[src/design/brtc_pkg.sv]
// ----------------------------------------------------------------------------
// BCD RTC register bank package
// Shared types, constants and BCD helpers for the clock/calendar bank.
// ----------------------------------------------------------------------------
package brtc_pkg;

  // Bank geometry (BANK_SIZE must stay a power of two)
  localparam int BANK_SIZE = 64;
  localparam int ADDR_W    = $clog2(BANK_SIZE);
  localparam int NUM_TREGS = 7;
  localparam int TREG_AW   = $clog2(NUM_TREGS);

  typedef enum logic [1:0] {
    REQ_TICK    = 2'd0,
    REQ_SET_PTR = 2'd1,
    REQ_WRITE   = 2'd2,
    REQ_READ    = 2'd3
  } req_e;

  // Time register indexes
  localparam logic [TREG_AW-1:0] TR_SEC   = 3'd0;
  localparam logic [TREG_AW-1:0] TR_MIN   = 3'd1;
  localparam logic [TREG_AW-1:0] TR_HOUR  = 3'd2;
  localparam logic [TREG_AW-1:0] TR_WDAY  = 3'd3;
  localparam logic [TREG_AW-1:0] TR_DATE  = 3'd4;
  localparam logic [TREG_AW-1:0] TR_MONTH = 3'd5;
  localparam logic [TREG_AW-1:0] TR_YEAR  = 3'd6;

  localparam logic [7:0] HALT_BIT    = 8'h80;
  localparam logic [7:0] MODE12_BIT  = 8'h40;
  localparam logic [7:0] PM_BIT      = 8'h20;
  localparam logic [7:0] MASK_HOUR12 = 8'h1F;
  localparam logic [7:0] MASK_HOUR24 = 8'h3F;
  localparam logic [7:0] MASK_SECMIN = 8'h7F;
  localparam logic [7:0] MASK_WDAY   = 8'h07;
  localparam logic [7:0] MASK_DATE   = 8'h3F;
  localparam logic [7:0] MASK_MONTH  = 8'h1F;
  localparam logic [7:0] LAST_YEAR_OFS = 8'd99;

  localparam logic [5:0] MONTH_LEN [12] = '{
    6'd31, 6'd28, 6'd31, 6'd30, 6'd31, 6'd30,
    6'd31, 6'd31, 6'd30, 6'd31, 6'd30, 6'd31
  };

  // Reset contents of the time registers (BCD)
  localparam logic [7:0] TREG_RST [NUM_TREGS] = '{
    8'h00, 8'h00, 8'h14, 8'h03, 8'h13, 8'h05, 8'h26
  };

  typedef struct packed {
    logic               tick;
    logic               wr;
    logic [TREG_AW-1:0] addr;
    logic [7:0]         data;
  } time_cmd_t;

  function automatic logic [7:0] from_bcd(input logic [7:0] v);
    return 8'(v[7:4]) * 8'd10 + 8'(v[3:0]);
  endfunction

  // Divide by ten through a reciprocal multiply; exact for 8-bit values
  function automatic logic [7:0] to_bcd(input logic [7:0] v);
    logic [15:0] prod;
    logic [7:0]  q;
    logic [7:0]  r;
    prod = 16'(v) * 16'd205;
    q    = 8'(prod >> 11);
    r    = v - 8'(q * 8'd10);
    return {q[3:0], r[3:0]};
  endfunction

  function automatic logic [5:0] month_days(input logic [4:0] m, input logic [7:0] yofs);
    logic leap;
    // Years 2000..2255: only 2100 and 2200 are century non-leap years
    leap = (yofs[1:0] == 2'b00) && (yofs != 8'd100) && (yofs != 8'd200);
    if (m == 5'd2 && leap) begin
      return 6'd29;
    end else if (m >= 5'd1 && m <= 5'd12) begin
      return MONTH_LEN[4'(m - 5'd1)];
    end else begin
      return 6'd30;
    end
  endfunction

endpackage

[src/design/brtc_if.sv]
// ----------------------------------------------------------------------------
// BCD RTC channel interfaces
// Valid/ready request and response channels of the register bank.
// ----------------------------------------------------------------------------
interface brtc_req_if;
  logic       valid;
  logic       ready;
  logic [1:0] req_type;
  logic [7:0] data;

  modport source (output valid, output req_type, output data, input ready);
  modport sink   (input valid, input req_type, input data, output ready);
endinterface

interface brtc_rsp_if;
  logic       valid;
  logic       ready;
  logic [7:0] read_data;

  modport source (output valid, output read_data, input ready);
  modport sink   (input valid, input read_data, output ready);
endinterface

[src/design/bcd_rtc_calendar_regs.sv]
// ----------------------------------------------------------------------------
// BCD real-time clock and calendar register bank
// Pointer-addressed byte bank with a ticking BCD time/date block.
// ----------------------------------------------------------------------------
//  channel | dir | fields              | notes
//  --------+-----+---------------------+----------------------------------
//  req     | in  | req_type, data      | tick, set pointer, write, read
//  rsp     | out | read_data           | one beat per read request only
//
//  A read passes through the registered read port of the storage RAM into
//  the output register, and the request channel holds off while the read
//  is in flight. A read result waits in the output register; further
//  requests, one more read among them, are still taken while it waits.
//  Reset is synchronous and restores the default time; storage entries
//  read as zero until written.
module bcd_rtc_calendar_regs import brtc_pkg::*; (
  input logic         clk,
  input logic         rst,
  brtc_req_if.sink    req,
  brtc_rsp_if.source  rsp
);

  logic [ADDR_W-1:0]    ptr;
  logic                 pend;
  logic [ADDR_W-1:0]    pend_addr;
  logic                 pend_hit;
  logic                 rsp_valid;
  logic [7:0]           rsp_data;
  logic [BANK_SIZE-1:0] bank_valid;

  logic       fire;
  logic       is_treg;
  logic       ram_we;
  logic       ram_re;
  logic [7:0] ram_rdata;
  logic [7:0] treg_byte;
  logic [7:0] pend_data;
  logic       move;
  req_e       rtype;
  time_cmd_t  cmd;

  assign rtype     = req_e'(req.req_type);
  assign req.ready = !pend;
  assign fire      = req.valid && req.ready;
  assign is_treg   = ptr < ADDR_W'(NUM_TREGS);
  assign ram_we    = fire && rtype == REQ_WRITE && !is_treg;
  assign ram_re    = fire && rtype == REQ_READ;

  assign cmd.tick = fire && rtype == REQ_TICK;
  assign cmd.wr   = fire && rtype == REQ_WRITE && is_treg;
  assign cmd.addr = ptr[TREG_AW-1:0];
  assign cmd.data = req.data;

  brtc_ram #(
    .DEPTH (BANK_SIZE),
    .WIDTH (8)
  ) u_ram (
    .clk   (clk),
    .we    (ram_we),
    .waddr (ptr),
    .wdata (req.data),
    .re    (ram_re),
    .raddr (ptr),
    .rdata (ram_rdata)
  );

  brtc_time u_time (
    .clk     (clk),
    .rst     (rst),
    .cmd     (cmd),
    .rd_addr (pend_addr[TREG_AW-1:0]),
    .rd_byte (treg_byte)
  );

  always_comb begin
    if (pend_addr < ADDR_W'(NUM_TREGS)) begin
      pend_data = treg_byte;
    end else if (pend_hit) begin
      pend_data = ram_rdata;
    end else begin
      pend_data = 8'h00;
    end
  end

  // Hand the read beat on once the output register is free or draining
  assign move = pend && (!rsp_valid || rsp.ready);

  always_ff @(posedge clk) begin
    if (rst) begin
      ptr        <= '0;
      pend       <= 1'b0;
      rsp_valid  <= 1'b0;
      bank_valid <= '0;
    end else begin
      if (fire) begin
        case (rtype)
          REQ_SET_PTR: ptr <= req.data[ADDR_W-1:0];
          REQ_WRITE,
          REQ_READ:    ptr <= ptr + ADDR_W'(1);
          default:     ptr <= ptr;
        endcase
      end
      if (ram_we) begin
        bank_valid[ptr] <= 1'b1;
      end
      if (ram_re) begin
        pend <= 1'b1;
      end else if (move) begin
        pend <= 1'b0;
      end
      if (move) begin
        rsp_valid <= 1'b1;
      end else if (rsp.ready) begin
        rsp_valid <= 1'b0;
      end
    end
  end

  always_ff @(posedge clk) begin
    if (ram_re) begin
      pend_addr <= ptr;
      pend_hit  <= bank_valid[ptr];
    end
    if (move) begin
      rsp_data <= pend_data;
    end
  end

  assign rsp.valid     = rsp_valid;
  assign rsp.read_data = rsp_data;

  a_read_pends: assert property (@(posedge clk) disable iff (rst)
    ram_re |=> pend)
    else $error("read request did not enter the read stage");

  a_read_delivered: assert property (@(posedge clk) disable iff (rst)
    move |=> rsp.valid && rsp.read_data == $past(pend_data))
    else $error("read beat not delivered to the output register");

  a_ptr_set: assert property (@(posedge clk) disable iff (rst)
    fire && rtype == REQ_SET_PTR |=> ptr == $past(req.data[ADDR_W-1:0]))
    else $error("pointer not loaded from a set-pointer request");

  a_store_marked: assert property (@(posedge clk) disable iff (rst)
    ram_we |=> bank_valid[$past(ptr)])
    else $error("stored entry not marked valid");

endmodule

[src/design/brtc_ram.sv]
// ----------------------------------------------------------------------------
// BCD RTC storage RAM
// Simple dual-port synchronous RAM, one write and one registered read port.
// ----------------------------------------------------------------------------
module brtc_ram #(
  parameter int DEPTH = 64,
  parameter int WIDTH = 8
) (
  input  logic                     clk,
  input  logic                     we,
  input  logic [$clog2(DEPTH)-1:0] waddr,
  input  logic [WIDTH-1:0]         wdata,
  input  logic                     re,
  input  logic [$clog2(DEPTH)-1:0] raddr,
  output logic [WIDTH-1:0]         rdata
);

  logic [WIDTH-1:0] mem [DEPTH];

  always_ff @(posedge clk) begin
    if (we) begin
      mem[waddr] <= wdata;
    end
  end

  always_ff @(posedge clk) begin
    if (re) begin
      rdata <= mem[raddr];
    end
  end

endmodule

[src/design/brtc_time.sv]
// ----------------------------------------------------------------------------
// BCD RTC time keeper
// Time registers, binary counts, one-second advance and BCD encode/decode.
// ----------------------------------------------------------------------------
module brtc_time import brtc_pkg::*; (
  input  logic               clk,
  input  logic               rst,
  input  time_cmd_t          cmd,
  input  logic [TREG_AW-1:0] rd_addr,
  output logic [7:0]         rd_byte
);

  logic [7:0] tregs [NUM_TREGS];
  logic [6:0] sec_count;
  logic [6:0] min_count;
  logic [5:0] hour_count;
  logic [2:0] weekday_count;
  logic [5:0] date_count;
  logic [4:0] month_count;
  logic [7:0] year_offset;
  logic       twelve_hour_mode;

  // Decode path
  logic [7:0] wr_bytes [NUM_TREGS];
  logic [6:0] dec_sec;
  logic [6:0] dec_min;
  logic [5:0] dec_hour;
  logic [2:0] dec_wday;
  logic [5:0] dec_date;
  logic [4:0] dec_month;
  logic [7:0] dec_year;
  logic       dec_mode12;

  // Advance path
  logic [6:0] adv_sec;
  logic [6:0] adv_min;
  logic [5:0] adv_hour;
  logic [2:0] adv_wday;
  logic [5:0] adv_date;
  logic [4:0] adv_month;
  logic [7:0] adv_year;
  logic [7:0] enc_bytes [NUM_TREGS];

  logic halted;

  assign halted  = (tregs[TR_SEC] & HALT_BIT) != 8'h00;
  assign rd_byte = (rd_addr < TREG_AW'(NUM_TREGS)) ? tregs[rd_addr] : 8'h00;

  always_comb begin
    logic [7:0] h;
    for (int i = 0; i < NUM_TREGS; i++) begin
      wr_bytes[i] = tregs[i];
    end
    if (cmd.wr && cmd.addr < TREG_AW'(NUM_TREGS)) begin
      wr_bytes[cmd.addr] = cmd.data;
    end
    dec_sec = 7'(from_bcd(wr_bytes[TR_SEC] & MASK_SECMIN));
    dec_min = 7'(from_bcd(wr_bytes[TR_MIN] & MASK_SECMIN));
    dec_mode12 = (wr_bytes[TR_HOUR] & MODE12_BIT) != 8'h00;
    if (dec_mode12) begin
      h = from_bcd(wr_bytes[TR_HOUR] & MASK_HOUR12);
      // 12 AM is midnight, PM shifts by twelve
      if (h == 8'd12) begin
        h = 8'd0;
      end
      if ((wr_bytes[TR_HOUR] & PM_BIT) != 8'h00) begin
        h = h + 8'd12;
      end
    end else begin
      h = from_bcd(wr_bytes[TR_HOUR] & MASK_HOUR24);
    end
    dec_hour  = 6'(h);
    dec_wday  = 3'(from_bcd(wr_bytes[TR_WDAY] & MASK_WDAY));
    dec_date  = 6'(from_bcd(wr_bytes[TR_DATE] & MASK_DATE));
    dec_month = 5'(from_bcd(wr_bytes[TR_MONTH] & MASK_MONTH));
    dec_year  = from_bcd(wr_bytes[TR_YEAR]);
  end

  always_comb begin
    logic [7:0] s_inc;
    logic [7:0] m_inc;
    logic [6:0] h_inc;
    logic [3:0] w_inc;
    logic [6:0] d_inc;
    logic [5:0] mo_inc;
    logic [8:0] y_inc;
    adv_sec   = sec_count;
    adv_min   = min_count;
    adv_hour  = hour_count;
    adv_wday  = weekday_count;
    adv_date  = date_count;
    adv_month = month_count;
    adv_year  = year_offset;
    s_inc  = 8'(sec_count) + 8'd1;
    m_inc  = 8'(min_count) + 8'd1;
    h_inc  = 7'(hour_count) + 7'd1;
    w_inc  = 4'(weekday_count) + 4'd1;
    d_inc  = 7'(date_count) + 7'd1;
    mo_inc = 6'(month_count) + 6'd1;
    y_inc  = 9'(year_offset) + 9'd1;
    // Each field carries only when the one below it wraps
    if (s_inc > 8'd59) begin
      adv_sec = 7'd0;
      if (m_inc > 8'd59) begin
        adv_min = 7'd0;
        if (h_inc > 7'd23) begin
          adv_hour = 6'd0;
          adv_wday = (w_inc > 4'd7) ? 3'd1 : w_inc[2:0];
          if (d_inc > 7'(month_days(month_count, year_offset))) begin
            adv_date = 6'd1;
            if (mo_inc > 6'd12) begin
              adv_month = 5'd1;
              adv_year  = (y_inc > 9'(LAST_YEAR_OFS)) ? 8'd0 : y_inc[7:0];
            end else begin
              adv_month = mo_inc[4:0];
            end
          end else begin
            adv_date = d_inc[5:0];
          end
        end else begin
          adv_hour = h_inc[5:0];
        end
      end else begin
        adv_min = m_inc[6:0];
      end
    end else begin
      adv_sec = s_inc[6:0];
    end
  end

  always_comb begin
    logic [5:0] h;
    logic [7:0] pm;
    enc_bytes[TR_SEC] = to_bcd(8'(adv_sec)) | (tregs[TR_SEC] & HALT_BIT);
    enc_bytes[TR_MIN] = to_bcd(8'(adv_min));
    if (twelve_hour_mode) begin
      h  = adv_hour;
      pm = (h >= 6'd12) ? PM_BIT : 8'h00;
      if (h > 6'd12) begin
        h = h - 6'd12;
      end
      if (h == 6'd0) begin
        h = 6'd12;
      end
      enc_bytes[TR_HOUR] = to_bcd(8'(h)) | MODE12_BIT | pm;
    end else begin
      h  = adv_hour;
      pm = 8'h00;
      enc_bytes[TR_HOUR] = to_bcd(8'(h)) | pm;
    end
    enc_bytes[TR_WDAY]  = to_bcd(8'(adv_wday));
    enc_bytes[TR_DATE]  = to_bcd(8'(adv_date));
    enc_bytes[TR_MONTH] = to_bcd(8'(adv_month));
    enc_bytes[TR_YEAR]  = to_bcd(adv_year);
  end

  always_ff @(posedge clk) begin
    if (rst) begin
      for (int i = 0; i < NUM_TREGS; i++) begin
        tregs[i] <= TREG_RST[i];
      end
      sec_count        <= 7'd0;
      min_count        <= 7'd0;
      hour_count       <= 6'd14;
      weekday_count    <= 3'd3;
      date_count       <= 6'd13;
      month_count      <= 5'd5;
      year_offset      <= 8'd26;
      twelve_hour_mode <= 1'b0;
    end else if (cmd.wr) begin
      for (int i = 0; i < NUM_TREGS; i++) begin
        tregs[i] <= wr_bytes[i];
      end
      sec_count        <= dec_sec;
      min_count        <= dec_min;
      hour_count       <= dec_hour;
      weekday_count    <= dec_wday;
      date_count       <= dec_date;
      month_count      <= dec_month;
      year_offset      <= dec_year;
      twelve_hour_mode <= dec_mode12;
    end else if (cmd.tick && !halted) begin
      for (int i = 0; i < NUM_TREGS; i++) begin
        tregs[i] <= enc_bytes[i];
      end
      sec_count     <= adv_sec;
      min_count     <= adv_min;
      hour_count    <= adv_hour;
      weekday_count <= adv_wday;
      date_count    <= adv_date;
      month_count   <= adv_month;
      year_offset   <= adv_year;
    end
  end

endmodule

[src/flat_wrapper.sv]
// flat-port wrapper written by rule: the top's interface ports become plain ports
module bcd_rtc_calendar_regs_flat import brtc_pkg::*;
  (clk, rst, req_valid, req_req_type, req_data, req_ready, rsp_valid, rsp_read_data, rsp_ready);
  brtc_req_if req_i ();
  brtc_rsp_if rsp_i ();
  input logic clk;
  input logic rst;
  input wire logic [$bits(req_i.valid)-1:0] req_valid;
  input wire logic [$bits(req_i.req_type)-1:0] req_req_type;
  input wire logic [$bits(req_i.data)-1:0] req_data;
  output wire logic [$bits(req_i.ready)-1:0] req_ready;
  output wire logic [$bits(rsp_i.valid)-1:0] rsp_valid;
  output wire logic [$bits(rsp_i.read_data)-1:0] rsp_read_data;
  input wire logic [$bits(rsp_i.ready)-1:0] rsp_ready;
  assign req_i.valid = req_valid;
  assign req_i.req_type = req_req_type;
  assign req_i.data = req_data;
  assign req_ready = req_i.ready;
  assign rsp_valid = rsp_i.valid;
  assign rsp_read_data = rsp_i.read_data;
  assign rsp_i.ready = rsp_ready;
  bcd_rtc_calendar_regs u_core (.clk(clk), .rst(rst), .req(req_i), .rsp(rsp_i));
endmodule
[config.mk]
export PLATFORM = sky130hd
export DESIGN_NAME = bcd_rtc_calendar_regs_flat
export DESIGN_NICKNAME = d
export VERILOG_FILES = /design/src/design/brtc_pkg.sv /design/src/design/brtc_if.sv /design/src/design/bcd_rtc_calendar_regs.sv /design/src/design/brtc_ram.sv /design/src/design/brtc_time.sv /design/src/flat_wrapper.sv
export SDC_FILE = /design/constraint.sdc
export NUM_CORES = 1
export LEC_CHECK = 0
export BUFFER_PORTS_ARGS = -buffer_cell sky130_fd_sc_hd__buf_2
export CAP_MARGIN = 10
export CORE_ASPECT_RATIO = 2
export CORE_MARGIN = 4
export CORE_UTILIZATION = 40
export CTS_BUF_LIST = sky130_fd_sc_hd__clkbuf_8
export DETAILED_ROUTE_END_ITERATION = 6
export GPL_ROUTABILITY_DRIVEN = 0
export SYNTH_ARGS = -nofsm -noshare
export SYNTH_HDL_FRONTEND = slang
export SYNTH_SLANG_ARGS = --single-unit
[constraint.sdc]
create_clock -name clk -period 22.6 [get_ports clk]
set_input_delay 4.52 -clock clk [delete_from_list [all_inputs] [get_ports clk]]
set_output_delay 4.52 -clock clk [all_outputs]
set_load 0.01 [all_outputs]
==> metrics <==
CP Max Fanout=13; share of cells above drive strength 1=0.09725; die area=94790 um2; antenna violations before repair=2; largest net degree at the start of global routing=80; CP arrival=9.67 ns; Max rail drop VDD=0.03789 mV; total track usage=0.2240; top cells by area, synth=edfxtp_1 49%, ha_1 8.9%, dfxtp_1 6.7%, a22oi_1 3.6%, fa_1 3.3%; Post-synth EDFFs=589; IO Count=24; core area=89020 um2; CTS Buffer Depth=3; run status=completed; post-synth top area cell=edfxtp_1; Worst Path Required=23.21 ns; Slew Limit Fails=0; clock-pin slew on the worst setup and hold paths=0.09 ns; Post-synth top flop=edfxtp_1; CP Capture Type=flop; Post-CTS Setup Bufs=0; Detail Route Antenna Nets=0; RSZ-0062 raised after global routing=no; sequential area share after synthesis=0.5603; Synth Area per Inst=12.23 um2; Yosys warnings=0; min cycle time layout=9.060 ns; relative slew slack=0.2145; Nets=3302; Most common cell on crit path=ha_1; Via Count=25037; Post-synth ARST share=0; die width=219.7 um; first-pass GRT wire length=159.7 mm; worst slack at placement=13.66 ns; CTS root buf=clkbuf_8; Worst setup SP type=flop; Post-Layout Cell Count=4233; synthesized flop and latch total=709; CTS Hold Bufs=0; CTS tree=built; DRC viols=0; WHS=0.4716 ns; Hold Vio Cnt, Final=0; CP max stage delay=0.78 ns; Starting Density=0.4028; Clock Skew=0.02474 ns; post-synthesis cell type count=94; die extent in y=431.4 um; fin util=0.4426; leakage=0.01455 uW; clock sinks=709; slowest stage cell, crit path=o41ai_1; CTS Buf Count=96; cells after synthesis=2933; Max-Cap Viols=0; cell count after placement=4051; vias in the first global route=26331; # rows=155; post-synthesis cell area=35860 um2; total grt overflow=0; clk_lat worst skew=0.74 ns; Worst-Margin Slew=1.174 ns; wire length per cell=25.48 um; Resized Gates After CTS=0; Port-buffer cells=23; H-tree depth=3; Iter 0 DRT Violations=2210; power per cell area=74.95 nW/um2; final WL=107.9 mm; Final Cycle Share=0.4009; Yosys top cell area share=0.4933; worst hold path type=reg2reg; P&R area growth vs syn=9.885%; synth cell count leaders=589 x edfxtp_1, 281 x nor2_1, 255 x ha_1; most common cell in the netlist=edfxtp_1; Max Freq=110.4 MHz; final setup margin=13.54 ns; Setup Crit Path Kind=reg2reg; HPWL after DPL=72.46 mm; DRT Pass-1 Iters=5; Via density=5.915; # setup viols final=0; Sum Neg Setup Slack=0 ns
worst paths after layout:
check | start | endpoint | slack, ns | depth (start not counted)
min | u_core.bank_valid[17]$_SDFFE_PP0P_ | u_core.bank_valid[17]$_SDFFE_PP0P_ | 0.47 | 2
min reg2reg | u_core.bank_valid[17]$_SDFFE_PP0P_ | u_core.bank_valid[17]$_SDFFE_PP0P_ | 0.47 | 2
max | u_core.u_time.month_count[0]$_SDFFE_PP1P_ | u_core.u_time.tregs[6][3]$_DFFE_PP_ | 13.54 | 33
max reg2reg | u_core.u_time.month_count[0]$_SDFFE_PP1P_ | u_core.u_time.tregs[6][3]$_DFFE_PP_ | 13.54 | 33
cells in the final DEF (no fill, tap or decap), drive strengths merged, types with 11 or more instances in the layout:
master,instances
inv,225
mux2,33
a31oi,73
xnor2,55
clkbuf,98
nor3,18
a211oi,13
a22oi,170
nor4,18
xor2,27
o22ai,12
dfxtp,120
clkinv,43
buf,69
ha,255
and3,13
or2,12
nand4,21
a21o,20
nand3,50
nand2b,14
edfxtp,589
and2,11
a22o,66
a21oi,86
a221oi,81
nand2,158
conb,35
nor2b,21
o21ai,103
mux2i,42
nor2,282
fa,60
routing by layer:
| metal | vias to the layer above | GRT usage | share of wire |
|---|---|---|---|
| met5 | - | 0 | 0 |
| met4 | 0 | 0.1520 | 0.076 |
| met3 | 335 | 0.02667 | 0.050 |
| met2 | 1076 | 0.4266 | 0.54 |
| met1 | 12508 | 0.2219 | 0.33 |
| li1 | 11118 | - | - |
through the flow:
step                cell area (um2)  total power [uW]
finish                        39400              2953
global route                  39400              3078
CTS                           39390              2972
detailed placement            37370              1940
global placement              37370              1923
floorplan                     35980              1785
where the power goes:
group / internal (uW) / leakage, uW / switching, uW
Sequential: 1430 / 0.00634 / 25.6
Combinational: 176 / 0.00709 / 278
Clock: 528 / 0.00112 / 511
Total: 2140 / 0.0146 / 815
sequential cells by signal, indices dropped and copies added, names as in the netlist, named ones only:
| name | count |
|---|---|
| u_core.u_time.twelve_hour_mode | 1 |
| u_core.u_time.month_count | 5 |
| u_core.u_ram.mem | 512 |
| u_core.u_time.year_offset | 8 |
| u_core.u_time.hour_count | 6 |
| u_core.rsp.read_data | 8 |
| u_core.u_time.sec_count | 7 |
| u_core.pend_addr | 6 |
| u_core.pend | 1 |
| u_core.u_ram.rdata | 8 |
| u_core.u_time.date_count | 6 |
| u_core.rsp.valid | 1 |
| u_core.u_time.weekday_count | 3 |
| u_core.bank_valid | 64 |
| u_core.u_time.tregs | 56 |
| u_core.pend_hit | 1 |
| u_core.u_time.min_count | 7 |
| u_core.ptr | 6 |
logic make-up (layout without fill, tap and decap cells):
family | Yosys count | count (layout) | share of synthesized area
adders and majority gates | 315 | 315 | 0.1225
muxes | 83 | 83 | 0.02711
and+or+nand+nor | 655 | 655 | 0.08326
AOI/OAI and AO/OA | 727 | 727 | 0.1474
other | 1 | 37 | 0.0001046
buffers and inverters | 359 | 446 | 0.03793
xor gates and xnor gates | 84 | 84 | 0.02149
DFF | 709 | 709 | 0.5603
cell type report:
class	instances	area, um2
clock inverters	81	673.1
well taps	1177	1473
diodes	2	5.005
clock buffers	98	1349
repair buffers	69	473.0
flip-flops and latches	709	20090
multi-input cells	1899	14600
inverters	198	743.2
fillers	8093	49620
worst max-delay path, delay by kind of cell, from the launching register on:
family,cells,cell delay [ns]
buffers and inverters,4,0.41
flip-flops,1,0.59
adder cells (fa/ha/maj),9,3.14
XOR/XNOR,3,0.61
AND/OR/NAND/NOR,7,1.55
AO/OA/AOI/OAI,10,2.64
No activity file was read; power rests on OpenSTA's default activity.
